===== src/rtl/gsp_pkg.sv =====
`timescale 1ns / 1ps

package gsp_pkg;

	// Sequencer phases.
	localparam logic [3:0] P_IDLE   = 4'd0;
	localparam logic [3:0] P_SETTLE = 4'd1;
	localparam logic [3:0] P_LOW    = 4'd2;
	localparam logic [3:0] P_HIGH   = 4'd3;
	localparam logic [3:0] P_GAP    = 4'd4;
	localparam logic [3:0] P_END    = 4'd5;

	// Pin level bits: attention, clock, command.
	localparam logic [2:0] PIN_ATT  = 3'b100;
	localparam logic [2:0] PIN_CLK  = 3'b010;
	localparam logic [2:0] PIN_CMD  = 3'b001;
	localparam logic [2:0] PINS_IDLE = 3'b111;

	// Command and reply bytes.
	localparam logic [7:0] CMD_START = 8'h01;
	localparam logic [7:0] CMD_POLL  = 8'h42;
	localparam logic [7:0] CMD_IDLE  = 8'h00;
	localparam logic [7:0] REPLY_ACK = 8'h5A;

	// Outcome codes.
	localparam logic [1:0] ST_OK     = 2'd0;
	localparam logic [1:0] ST_BAD_ID = 2'd1;
	localparam logic [1:0] ST_NO_ACK = 2'd2;

	localparam logic [7:0] HALF_RESET = 8'd10;

	// One result word per tick.
	typedef struct packed {
		logic        attention_level;
		logic        clock_level;
		logic        command_level;
		logic        word_valid;
		logic [15:0] button_word;
		logic [3:0]  word_index;
		logic        done_res;
		logic [1:0]  status;
		logic [7:0]  id_reply;
		logic [3:0]  word_count;
		logic        busy_res;
	} gsp_res_t;

	// Command bit driven for the given byte position and bit.
	function automatic logic cmd_bit(logic in_data, logic [4:0] byte_cnt, logic [2:0] bit_cnt);
		logic [7:0] cmd;
		if (in_data)
			cmd = CMD_IDLE;
		else if (byte_cnt == 5'd0)
			cmd = CMD_START;
		else if (byte_cnt == 5'd1)
			cmd = CMD_POLL;
		else
			cmd = CMD_IDLE;
		return cmd[bit_cnt];
	endfunction

	// Accepted pad ID classes by high nibble.
	function automatic logic id_ok(logic [7:0] id);
		logic [3:0] n;
		n = id[7:4];
		return (n == 4'h1) || (n == 4'h2) || (n == 4'h4) || (n == 4'h5) || (n == 4'h7);
	endfunction

endpackage


===== src/rtl/gamepad_serial_poll_unit.sv =====
`timescale 1ns / 1ps
// A tick word waits in the input register; its result word is loaded into the result
// register when that register is free or draining. Throughput: one tick word per cycle
// while the result register is not stalled; the sequencer state updates once per word.
// Reset: all lines idle high, sequencer idle, status and ID cleared, half period 10.
// The half period register is written through wr_en and wr_data.

module gamepad_serial_poll_unit import gsp_pkg::*; (
	input  logic        clk,
	input  logic        arst_n,
	input  logic        in_valid,
	output logic        in_stall,
	input  logic        start_req,
	input  logic        data_level,
	output logic        out_valid,
	input  logic        out_stall,
	output logic        attention_level,
	output logic        clock_level,
	output logic        command_level,
	output logic        word_valid,
	output logic [15:0] button_word,
	output logic [3:0]  word_index,
	output logic        done_res,
	output logic [1:0]  status,
	output logic [7:0]  id_reply,
	output logic [3:0]  word_count,
	output logic        busy_res,
	input  logic        wr_en,
	input  logic [7:0]  wr_data
);

	logic       in_valid_s1;
	logic       start_s1;
	logic       data_s1;
	logic       out_valid_q;
	gsp_res_t   res_q;
	gsp_res_t   res;
	logic [7:0] half_q;
	logic       advance;

	// A tick moves into the result register when that register is free or draining.
	assign advance  = in_valid_s1 && (!out_valid_q || !out_stall);
	assign in_stall = in_valid_s1 && !advance;

	// Half period register.
	always_ff @(posedge clk or negedge arst_n) begin
		if (!arst_n)
			half_q <= HALF_RESET;
		else if (wr_en)
			half_q <= wr_data;
	end

	// Input register.
	always_ff @(posedge clk or negedge arst_n) begin
		if (!arst_n)
			in_valid_s1 <= 1'b0;
		else if (!in_stall)
			in_valid_s1 <= in_valid;
	end

	always_ff @(posedge clk) begin
		if (in_valid && !in_stall) begin
			start_s1 <= start_req;
			data_s1  <= data_level;
		end
	end

	gsp_ctrl u_ctrl (
		.clk        (clk),
		.arst_n     (arst_n),
		.fire       (advance),
		.start_req  (start_s1),
		.data_level (data_s1),
		.half_ticks (half_q),
		.res        (res)
	);

	// Result register.
	always_ff @(posedge clk or negedge arst_n) begin
		if (!arst_n)
			out_valid_q <= 1'b0;
		else if (advance)
			out_valid_q <= 1'b1;
		else if (!out_stall)
			out_valid_q <= 1'b0;
	end

	always_ff @(posedge clk) begin
		if (advance)
			res_q <= res;
	end

	assign out_valid       = out_valid_q;
	assign attention_level = res_q.attention_level;
	assign clock_level     = res_q.clock_level;
	assign command_level   = res_q.command_level;
	assign word_valid      = res_q.word_valid;
	assign button_word     = res_q.button_word;
	assign word_index      = res_q.word_index;
	assign done_res        = res_q.done_res;
	assign status          = res_q.status;
	assign id_reply        = res_q.id_reply;
	assign word_count      = res_q.word_count;
	assign busy_res        = res_q.busy_res;

endmodule


===== src/rtl/gsp_ctrl.sv =====
`timescale 1ns / 1ps

module gsp_ctrl import gsp_pkg::*; (
	input  logic       clk,
	input  logic       arst_n,
	input  logic       fire,
	input  logic       start_req,
	input  logic       data_level,
	input  logic [7:0] half_ticks,
	output gsp_res_t   res
);

	logic [3:0] phase_q;
	logic [8:0] timer_q;
	logic [2:0] bit_q;
	logic [4:0] byte_q;
	logic [7:0] shift_q;
	logic [7:0] high_q;
	logic [7:0] id_q;
	logic [1:0] status_q;
	logic       in_data_q;
	logic [2:0] pins_q;

	logic [3:0] n_phase;
	logic [8:0] n_timer;
	logic [2:0] n_bit;
	logic [4:0] n_byte;
	logic [7:0] n_shift;
	logic [7:0] n_high;
	logic [7:0] n_id;
	logic [1:0] n_status;
	logic       n_in_data;
	logic [2:0] n_pins;
	logic       wv;
	logic [15:0] word;
	logic [3:0] widx;
	logic       done_w;

	// One tick of the poll sequencer.
	always_comb begin
		logic [8:0] half;
		logic [8:0] half2;
		logic [7:0] rx_byte;
		logic [4:0] byte_inc;
		logic       go_bit;
		logic       go_end;
		logic [1:0] end_st;

		half     = (half_ticks == 8'd0) ? 9'd1 : {1'b0, half_ticks};
		half2    = {half[7:0], 1'b0};
		rx_byte  = shift_q;
		byte_inc = byte_q + 5'd1;
		go_bit   = 1'b0;
		go_end   = 1'b0;
		end_st   = ST_OK;

		n_phase   = phase_q;
		n_timer   = timer_q;
		n_bit     = bit_q;
		n_byte    = byte_q;
		n_shift   = shift_q;
		n_high    = high_q;
		n_id      = id_q;
		n_status  = status_q;
		n_in_data = in_data_q;
		n_pins    = pins_q;
		wv        = 1'b0;
		word      = 16'd0;
		widx      = 4'd0;
		done_w    = 1'b0;

		if (phase_q == P_IDLE) begin
			if (start_req) begin
				n_bit     = 3'd0;
				n_byte    = 5'd0;
				n_shift   = 8'd0;
				n_high    = 8'd0;
				n_id      = 8'd0;
				n_status  = ST_OK;
				n_in_data = 1'b0;
				n_pins    = PIN_CLK | PIN_CMD;
				n_phase   = P_SETTLE;
				n_timer   = half2;
			end
		end else begin
			n_timer = timer_q - 9'd1;
			if (n_timer == 9'd0) begin
				unique case (phase_q)
					P_SETTLE: begin
						n_bit  = 3'd0;
						go_bit = 1'b1;
					end
					P_LOW: begin
						n_pins  = pins_q | PIN_CLK;
						n_phase = P_HIGH;
						n_timer = half;
					end
					P_HIGH: begin
						if (data_level)
							n_shift[bit_q] = 1'b1;
						if (bit_q != 3'd7) begin
							n_bit  = bit_q + 3'd1;
							go_bit = 1'b1;
						end else begin
							n_phase = P_GAP;
							n_timer = half2;
						end
					end
					P_GAP: begin
						n_shift = 8'd0;
						n_bit   = 3'd0;
						if (!in_data_q) begin
							if (byte_q == 5'd0) begin
								n_byte = 5'd1;
								go_bit = 1'b1;
							end else if (byte_q == 5'd1) begin
								n_id = rx_byte;
								if (id_ok(rx_byte)) begin
									n_byte = 5'd2;
									go_bit = 1'b1;
								end else begin
									go_end = 1'b1;
									end_st = ST_BAD_ID;
								end
							end else if (rx_byte != REPLY_ACK) begin
								go_end = 1'b1;
								end_st = ST_NO_ACK;
							end else if (id_q[3:0] == 4'd0) begin
								go_end = 1'b1;
								end_st = ST_OK;
							end else begin
								n_in_data = 1'b1;
								n_byte    = 5'd0;
								go_bit    = 1'b1;
							end
						end else if (!byte_q[0]) begin
							n_high = rx_byte;
							n_byte = byte_inc;
							go_bit = 1'b1;
						end else begin
							wv     = 1'b1;
							word   = ~{high_q, rx_byte};
							widx   = byte_q[4:1];
							n_byte = byte_inc;
							if (byte_inc[4:1] >= id_q[3:0]) begin
								go_end = 1'b1;
								end_st = ST_OK;
							end else begin
								go_bit = 1'b1;
							end
						end
					end
					P_END: begin
						n_pins  = PINS_IDLE;
						n_phase = P_IDLE;
						done_w  = 1'b1;
					end
					default: begin
						n_pins  = PINS_IDLE;
						n_phase = P_IDLE;
					end
				endcase

				// Start of a bit: drive command, pull clock low.
				if (go_bit) begin
					n_pins  = (pins_q & PIN_ATT) |
						(cmd_bit(n_in_data, n_byte, n_bit) ? PIN_CMD : 3'b000);
					n_phase = P_LOW;
					n_timer = half;
				end

				// End of the poll: release attention and wait out the gap.
				if (go_end) begin
					n_status = end_st;
					n_pins   = n_pins | PIN_ATT;
					n_phase  = P_END;
					n_timer  = half2;
				end
			end
		end
	end

	// Sequencer state advances once per accepted tick.
	always_ff @(posedge clk or negedge arst_n) begin
		if (!arst_n) begin
			phase_q   <= P_IDLE;
			timer_q   <= 9'd0;
			bit_q     <= 3'd0;
			byte_q    <= 5'd0;
			shift_q   <= 8'd0;
			high_q    <= 8'd0;
			id_q      <= 8'd0;
			status_q  <= ST_OK;
			in_data_q <= 1'b0;
			pins_q    <= PINS_IDLE;
		end else if (fire) begin
			phase_q   <= n_phase;
			timer_q   <= n_timer;
			bit_q     <= n_bit;
			byte_q    <= n_byte;
			shift_q   <= n_shift;
			high_q    <= n_high;
			id_q      <= n_id;
			status_q  <= n_status;
			in_data_q <= n_in_data;
			pins_q    <= n_pins;
		end
	end

	// Result word for this tick, levels after the update.
	always_comb begin
		res.attention_level = n_pins[2];
		res.clock_level     = n_pins[1];
		res.command_level   = n_pins[0];
		res.word_valid      = wv;
		res.button_word     = word;
		res.word_index      = widx;
		res.done_res        = done_w;
		res.status          = n_status;
		res.id_reply        = n_id;
		res.word_count      = n_id[3:0];
		res.busy_res        = (n_phase != P_IDLE);
	end

	// A button word only completes at the end of a byte gap.
	a_word_in_gap: assert property (@(posedge clk) disable iff (!arst_n)
		res.word_valid |-> (phase_q == P_GAP && in_data_q))
		else $error("button word outside a data byte gap");

	// The timer is loaded nonzero whenever a tick leaves the sequencer busy.
	a_timer_loaded: assert property (@(posedge clk) disable iff (!arst_n)
		(fire && n_phase != P_IDLE) |=> (timer_q != 9'd0))
		else $error("busy phase entered with a zero timer");

	// All lines idle high while the sequencer is idle.
	a_idle_pins: assert property (@(posedge clk) disable iff (!arst_n)
		(phase_q == P_IDLE) |-> (pins_q == PINS_IDLE))
		else $error("lines not idle high in idle phase");

	// Attention stays high during the closing gap.
	a_end_att: assert property (@(posedge clk) disable iff (!arst_n)
		(phase_q == P_END) |-> pins_q[2])
		else $error("attention low in closing gap");

endmodule


===== config.mk =====
export PLATFORM = sky130hd
export DESIGN_NAME = gamepad_serial_poll_unit
export DESIGN_NICKNAME = d
export VERILOG_FILES = /design/src/rtl/gsp_pkg.sv /design/src/rtl/gamepad_serial_poll_unit.sv /design/src/rtl/gsp_ctrl.sv
export SDC_FILE = /design/constraint.sdc
export NUM_CORES = 1
export LEC_CHECK = 0
export BUFFER_PORTS_ARGS = -buffer_cell sky130_fd_sc_hd__buf_2
export CAP_MARGIN = 20
export CORE_MARGIN = 2
export CORE_UTILIZATION = 59
export DETAILED_ROUTE_END_ITERATION = 6
export PLACE_DENSITY_LB_ADDON = 0.15
export RECOVER_POWER = 25
export REMOVE_ABC_BUFFERS = 1
export SLEW_MARGIN = 10
export SYNTH_ARGS = -nofsm -noshare
export SYNTH_HDL_FRONTEND = slang
export SYNTH_SLANG_ARGS = --single-unit

===== constraint.sdc =====
create_clock -name clk -period 3.7 [get_ports clk]
set_clock_uncertainty 0.1 [all_clocks]
set_input_delay 0.555 -clock clk [delete_from_list [all_inputs] [get_ports clk]]
set_output_delay 0.555 -clock clk [all_outputs]
set_load 0.005 [all_outputs]

* Yosys cells after proc, flatten, opt, wreduce, memory -nomap -nowiden
Index checks and enable logic that the tools add are counted.
** Storage, ports and cells
- Bits in registers :: 103
- Input port bits :: 15
- Output and inout port bits :: 42
- Logic and storage cells :: 205
** Operators by class
- Add/sub/neg operators :: 3
- $lt $le $gt $ge :: 4
- Equal/unequal tests :: 18
- Mux-type cells :: 114
- Bitwise operators :: 7
- Reduce and logical (&&, ||, !) cells :: 33
** Operators with widths (count)
- $mux 8 :: 22
- $mux 5 :: 12
- $mux 9 :: 6
- $mux 1 :: 39
- $mux 3 :: 11
- $mux 4 :: 6
- $eq 4x3->1 const B :: 5
- $mux 2 :: 9
- $pmux 9 s2 :: 1
- $not 16->16 :: 1
- $pmux 8 s2 :: 1
- $eq 4x2->1 const B :: 3
- $pmux 3 s2 :: 2
- $pmux 4 s3 :: 1
- $eq 5x1->1 const B :: 2
- $logic_not 5->1 :: 2
- $logic_not 9->1 :: 1
- $sub 9x1->9 const B :: 1
- $eq 4x1->1 const B :: 2
- $logic_not 4->1 :: 2
- $logic_not 8->1 :: 1
- $lt 3x4->1 const B :: 2
- $ne 8x7->1 const B :: 1
- $or 8x8->8 :: 1
- other kinds (28) :: 45

* Depth between registers and ports, before layout
- Depth in word-level cells :: 27
- Gate-level depth with buffers :: 10
- Gate-level depth less buffers :: 10

* Cells and area by module
From an unflattened synthesis, not the netlist that was laid out.
** Unflattened totals
- Cell total of the unflattened synthesis :: 578
- Area, all modules :: 5789.3 um2
** Modules (own cells, without submodules)
- gsp_ctrl :: times used 1, cells an instance 511, area each 4107.7 um2, sequential area each 1280.0 um2
- gamepad_serial_poll_unit :: times used 1, cells an instance 67, area each 1681.6 um2, sequential area each 1514.0 um2

* Worst setup path after synthesis
Ideal clock, no wire load.
- Kind :: input to register
- Start point :: input port out_stall
- End point :: register u_ctrl.shift_q[7]
- Library setup time :: 0.078 ns
- Data arrival time :: 2.665 ns
- Data required time :: 3.522 ns
- Setup slack :: 0.858 ns
- Cell stages on the path :: 6
- Buffers on the path :: 0
- Path through :: a21bo_2 -> inv_1 -> o21ai_2 -> a2111oi_4 -> nand4_1 -> a21oi_1
** On the way
- Longest elaborated chain between the ends :: 4
** RTL lines
- start: declaration :: line gamepad_serial_poll_unit.sv:16 : input logic out_stall,
- $logic_not 1->1
- $logic_or 1x1->1 :: line gamepad_serial_poll_unit.sv:42 : assign advance = in_valid_s1 && (!out_valid_q || !out_stall);
- $logic_and 1x1->1 :: line gamepad_serial_poll_unit.sv:42
- named net advance :: line gamepad_serial_poll_unit.sv:39 : logic advance;
- $reduce_and 5->1 (no source line)
- end signal: assignment :: line gsp_ctrl.sv:201 : shift_q <= n_shift;
- end: declaration :: line gsp_ctrl.sv:17 : logic [7:0] shift_q;
The timed path passes the listed nets, and every way through them passes these cells.
A chain may end at the register's enable or synchronous reset.

* Final worst setup path
- Start point :: register u_ctrl.byte_q[0]
- End point :: register u_ctrl.timer_q[3]
** On the way
- Longest elaborated chain between the ends :: 12
- Elaborated cells on any way between the ends :: 24
- Classes of those cells :: add/sub (1); order compare (1); eq/ne (1); mux (20); reduce/logical (1)
** RTL lines
- start: declaration :: line gsp_ctrl.sv:16 : logic [4:0] byte_q;
- start signal: assignment :: line gsp_ctrl.sv:200 : byte_q <= n_byte;
- $add 5x1->5 :: line gsp_ctrl.sv:52 : byte_inc = byte_q + 5'd1;
- $ge 4x4->1 :: line gsp_ctrl.sv:145 : if (byte_inc[4:1] >= id_q[3:0]) begin
- $mux 1 :: line gsp_ctrl.sv:145
- $mux 1 :: line gsp_ctrl.sv:136 : end else if (!byte_q[0]) begin
- $mux 1 :: line gsp_ctrl.sv:112 : if (!in_data_q) begin
- $pmux 1 s3 :: line gsp_ctrl.sv:88 : unique case (phase_q)
- $mux 1 :: line gsp_ctrl.sv:87 : if (n_timer == 9'd0) begin
- $mux 1 :: line gsp_ctrl.sv:72 : if (phase_q == P_IDLE) begin
- $mux 9 :: line gsp_ctrl.sv:165 : if (go_bit) begin
- $mux 9 * :: line gsp_ctrl.sv:173 : if (go_end) begin
- $mux 9 * :: line gsp_ctrl.sv:87
- $mux 9 * :: line gsp_ctrl.sv:72
- end signal: assignment :: line gsp_ctrl.sv:198 : timer_q <= n_timer;
- end: declaration :: line gsp_ctrl.sv:14 : logic [8:0] timer_q;
Mark *: on every way between the ends. The rest lies on a longest branch, timed or not. The select of a mux whose other input is x is not followed.

==> impl_metrics.env <==
export IMPL_placed_cells=660
export IMPL_slowest_stage="dfrtp_1"
export IMPL_synth_edf_count=38
export IMPL_n_antenna_cell=0
export IMPL_fmax_mhz=317
export IMPL_ant_nets=0
export IMPL_end_kind="flop"
export IMPL_run_status="finished clean"
export IMPL_cts_resized=0
export IMPL_p_per_area_nw_per_um2=488
export IMPL_synth_flop_cell="dfrtp_1"
export IMPL_vdd_drop_max_v=0.000295
export IMPL_drt_iter0_drc=298
export IMPL_r2r_cells=10
export IMPL_setup_violations=0
export IMPL_grt_max_degree=42
export IMPL_maxSlewHeadroom_pct=19.0
export IMPL_design_area_sq_um=5840
export IMPL_rsz0062_at_grt="no"
export IMPL_drc=0
export IMPL_cts_sinks=99
export IMPL_setup_tns_final_ns=0
export IMPL_final_max_slew_viol_count=0
export IMPL_critPathRequiredTime_ns=3.86
export IMPL_antenna_found_initial=0
export IMPL_postCtsHoldBufs=0
export IMPL_leakagePower_uw=0.00237
export IMPL_ctsLongestPathBuffers=2
export IMPL_ys_async_sr_fraction_pct=61.6
export IMPL_grt_first_pass_wirelength_um=21300
export IMPL_critPathMaxStageDelay_ns=0.51
export IMPL_syn_inst=522
export IMPL_min_from="data_level"
export IMPL_io_buffers=56
export IMPL_grt_pass1_vias=4076
export IMPL_worstPathArrival_ns=3.32
export IMPL_hold_viol=0
export IMPL_area_delta_synth_final_pct=9.24
export IMPL_start_util_pct=61.0
export IMPL_firstDrtPassIters=5
export IMPL_via_per_inst=6.32
export IMPL_rows=34
export IMPL_hold_class="in2reg"
export IMPL_final_min_clock_period_ns=3.16
export IMPL_seqCellArea_sq_um=2670
export IMPL_cts_setup_buffers=0
export IMPL_ys_ff_latch=99
export IMPL_synth_cell_area_sq_um=5350
export IMPL_cts_buffers=9
export IMPL_ios=57
export IMPL_wirelength_um=13100
export IMPL_gr_total_overflow=0
export IMPL_via_count=4272
export IMPL_path_cells="ha_1, nand3_1, xnor2_1, ha_1, nor2_1, o21ai_0, nor3b_1, o21ai_1, and3_1, a221o_1"
export IMPL_maxCapViolCount=0
export IMPL_h_tree_depth=3
export IMPL_path_common_cell="ha_1"
export IMPL_cts_tree="yes"
export IMPL_r2r_start="u_ctrl.byte_q[0]"
export IMPL_coreArea_sq_um=8760
export IMPL_path_buf_inv=0
export IMPL_insertion_delay_ns=0.38
export IMPL_multi_input_area_sq_um=2370
export IMPL_synth_area_per_cell_sq_um=10.2
export IMPL_regToRegSetupSlack_ns=0.54
export IMPL_reg2reg_to="u_ctrl.timer_q[3]"
export IMPL_path_delay_family="simple AND/OR/NAND/NOR gates"
export IMPL_path_clk_slew_ns=0.10
export IMPL_yosysSeqAreaShare_pct=50.0
export IMPL_cp_max_fo=8
export IMPL_cp_start_kind="flop"
export IMPL_instances_no_fill=676
export IMPL_grt_usage_pct=27.8
export IMPL_worstHoldEndpoint="data_s1"
export IMPL_path_class="reg2reg"
export IMPL_hold_depth=1
export IMPL_n_fill_cell=723
export IMPL_ys_warn_count=0
export IMPL_die_h_um=99.2
export IMPL_drive_gt1_share_pct=21.0
export IMPL_fin_crit_sh_pct=85.4
export IMPL_place_congestion=0.966
export IMPL_ys_types=80
export IMPL_die_area_sq_um=9840
export IMPL_nets=588
export IMPL_dpl_cell_area_sq_um=5670
export IMPL_wl_per_cell_um=19.3
export IMPL_dp_hpwl_um=9380
export IMPL_die_width_um=99.2
export IMPL_worst_pin_slew_ns=1.22
export IMPL_clock_root_buffer="clkbuf_8"
==> Yosys cell counts, drive strengths merged, types with 3 or more instances <==
master	n	area share (%)
ha	10	2.3
nand3	31	3.0
a21o	6	0.84
a22o	12	2.0
mux2	9	1.9
nor3	7	0.65
nand4b	3	0.49
nand4	6	0.82
a31oi	5	0.58
o211ai	5	0.70
a221o	4	0.75
clkbuf	12	0.84
buf	24	2.5
a2bb2oi	3	0.49
o21ai	47	4.5
a211oi	5	1.0
dfrtp	56	26
o31ai	3	0.51
nor2	56	4.0
edfxtp	38	21
xnor2	5	0.82
a21oi	22	2.1
inv	35	2.5
a22oi	3	0.42
nand2b	4	0.47
o22ai	3	0.35
nor3b	4	0.56
nor4	9	1.7
and3	3	0.35
o2bb2ai	3	0.49
nor4b	4	1.3
a2111oi	3	0.96
o41ai	3	0.49
xor2	3	0.49
and2	6	0.70
nor2b	3	0.35
nand2	26	1.8
a211o	3	0.49
dfstp	5	2.5
==> state kept, by name (all words and copies together) (netlist names), 4 cells and up <==
| register | flops |
|---|---|
| button_word | 16 |
| u_ctrl.timer_q | 9 |
| half_q | 8 |
| id_reply | 8 |
| u_ctrl.high_q | 8 |
| u_ctrl.id_q | 8 |
| u_ctrl.shift_q | 8 |
| u_ctrl.byte_q | 5 |
| u_ctrl.phase_q | 4 |
| word_index | 4 |
==> layer usage <==
metal / GRT usage (%) / part of all wire [%]
met5: 0 / 0
met1: 38.4 / 43
met3: 6.04 / 6.7
met2: 44.6 / 48
met4: 8.43 / 2.0
==> power breakdown <==
part / switching [uW] / internal, uW
Combinational: 423 / 275
Sequential: 190 / 1310
Clock: 402 / 252
Total: 1020 / 1840
==> cell usage in the layout, fill, tap and decap left out, types with 10 or more instances in the layout <==
cell      count
edfxtp_1     38
buf_2        54
a21oi_1      22
nand2_1      26
o21ai_0      40
a22o_1       12
inv_1        35
nand3_1      30
nor2_1       54
dfrtp_1      56
ha_1         10
==> stage by stage <==
step / power [uW] / setup WS, ns / utilization (%) / hold WS (ns)
3_3_place_gp: 2200 / 0.660 / 64.7 / 0.352
6_report: 2850 / 0.541 / 66.7 / 0.252
2_1_floorplan: 1940 / 0.692 / - / 0.159
3_5_place_dp: 2210 / 0.614 / 64.7 / 0.365
5_1_grt: 3000 / 0.307 / 66.7 / 0.236
4_1_cts: 2850 / 0.590 / 66.7 / 0.0273
==> worst reg2reg max path: stages, from the launching register on <==
cell and delay (ns):
dfrtp_1 0.51, ha_1 0.28, nand3_1 0.11, xnor2_1 0.30, ha_1 0.23, nor2_1 0.05
o21ai_0 0.09, nor3b_1 0.47, o21ai_1 0.28, and3_1 0.27, a221o_1 0.37
==> worst max-delay path by stage <==
stage / start / end / slack [ns] / depth (start not counted)
6_report: u_ctrl.byte_q[0] / u_ctrl.timer_q[3] / 0.54 / 10
5_1_grt: u_ctrl.timer_q[0] / u_ctrl.high_q[4] / 0.31 / 7
4_1_cts: u_ctrl.timer_q[0] / u_ctrl.id_q[5] / 0.59 / 8
3_5_place_dp: u_ctrl.timer_q[0] / u_ctrl.id_q[7] / 0.61 / 8
3_3_place_gp: u_ctrl.byte_q[0] / u_ctrl.timer_q[3] / 0.66 / 10
2_1_floorplan: u_ctrl.phase_q[3] / u_ctrl.id_q[0] / 0.69 / 4
==> layout make-up <==
cell class / instances / share of cell area, %
clock buffer: 10 / 2.18
sequential: 99 / 45.8
clock inverter: 6 / 0.857
tap: 108 / 2.31
multi-input combinational: 352 / 40.6
inverter: 35 / 2.25
timing repair buffer: 66 / 6.00
==> kinds of logic after synthesis <==
| kind of cell | Yosys count | share of synthesized area (%) |
|---|---|---|
| compound gates | 150 | 20.2 |
| xor+xnor | 8 | 1.31 |
| fa+ha+maj | 10 | 2.34 |
| buf+inv | 71 | 5.78 |
| flops | 99 | 50.0 |
| mux | 11 | 2.27 |
| simple gates | 173 | 18.1 |
Note: power is estimated with default switching activity, not from simulation.
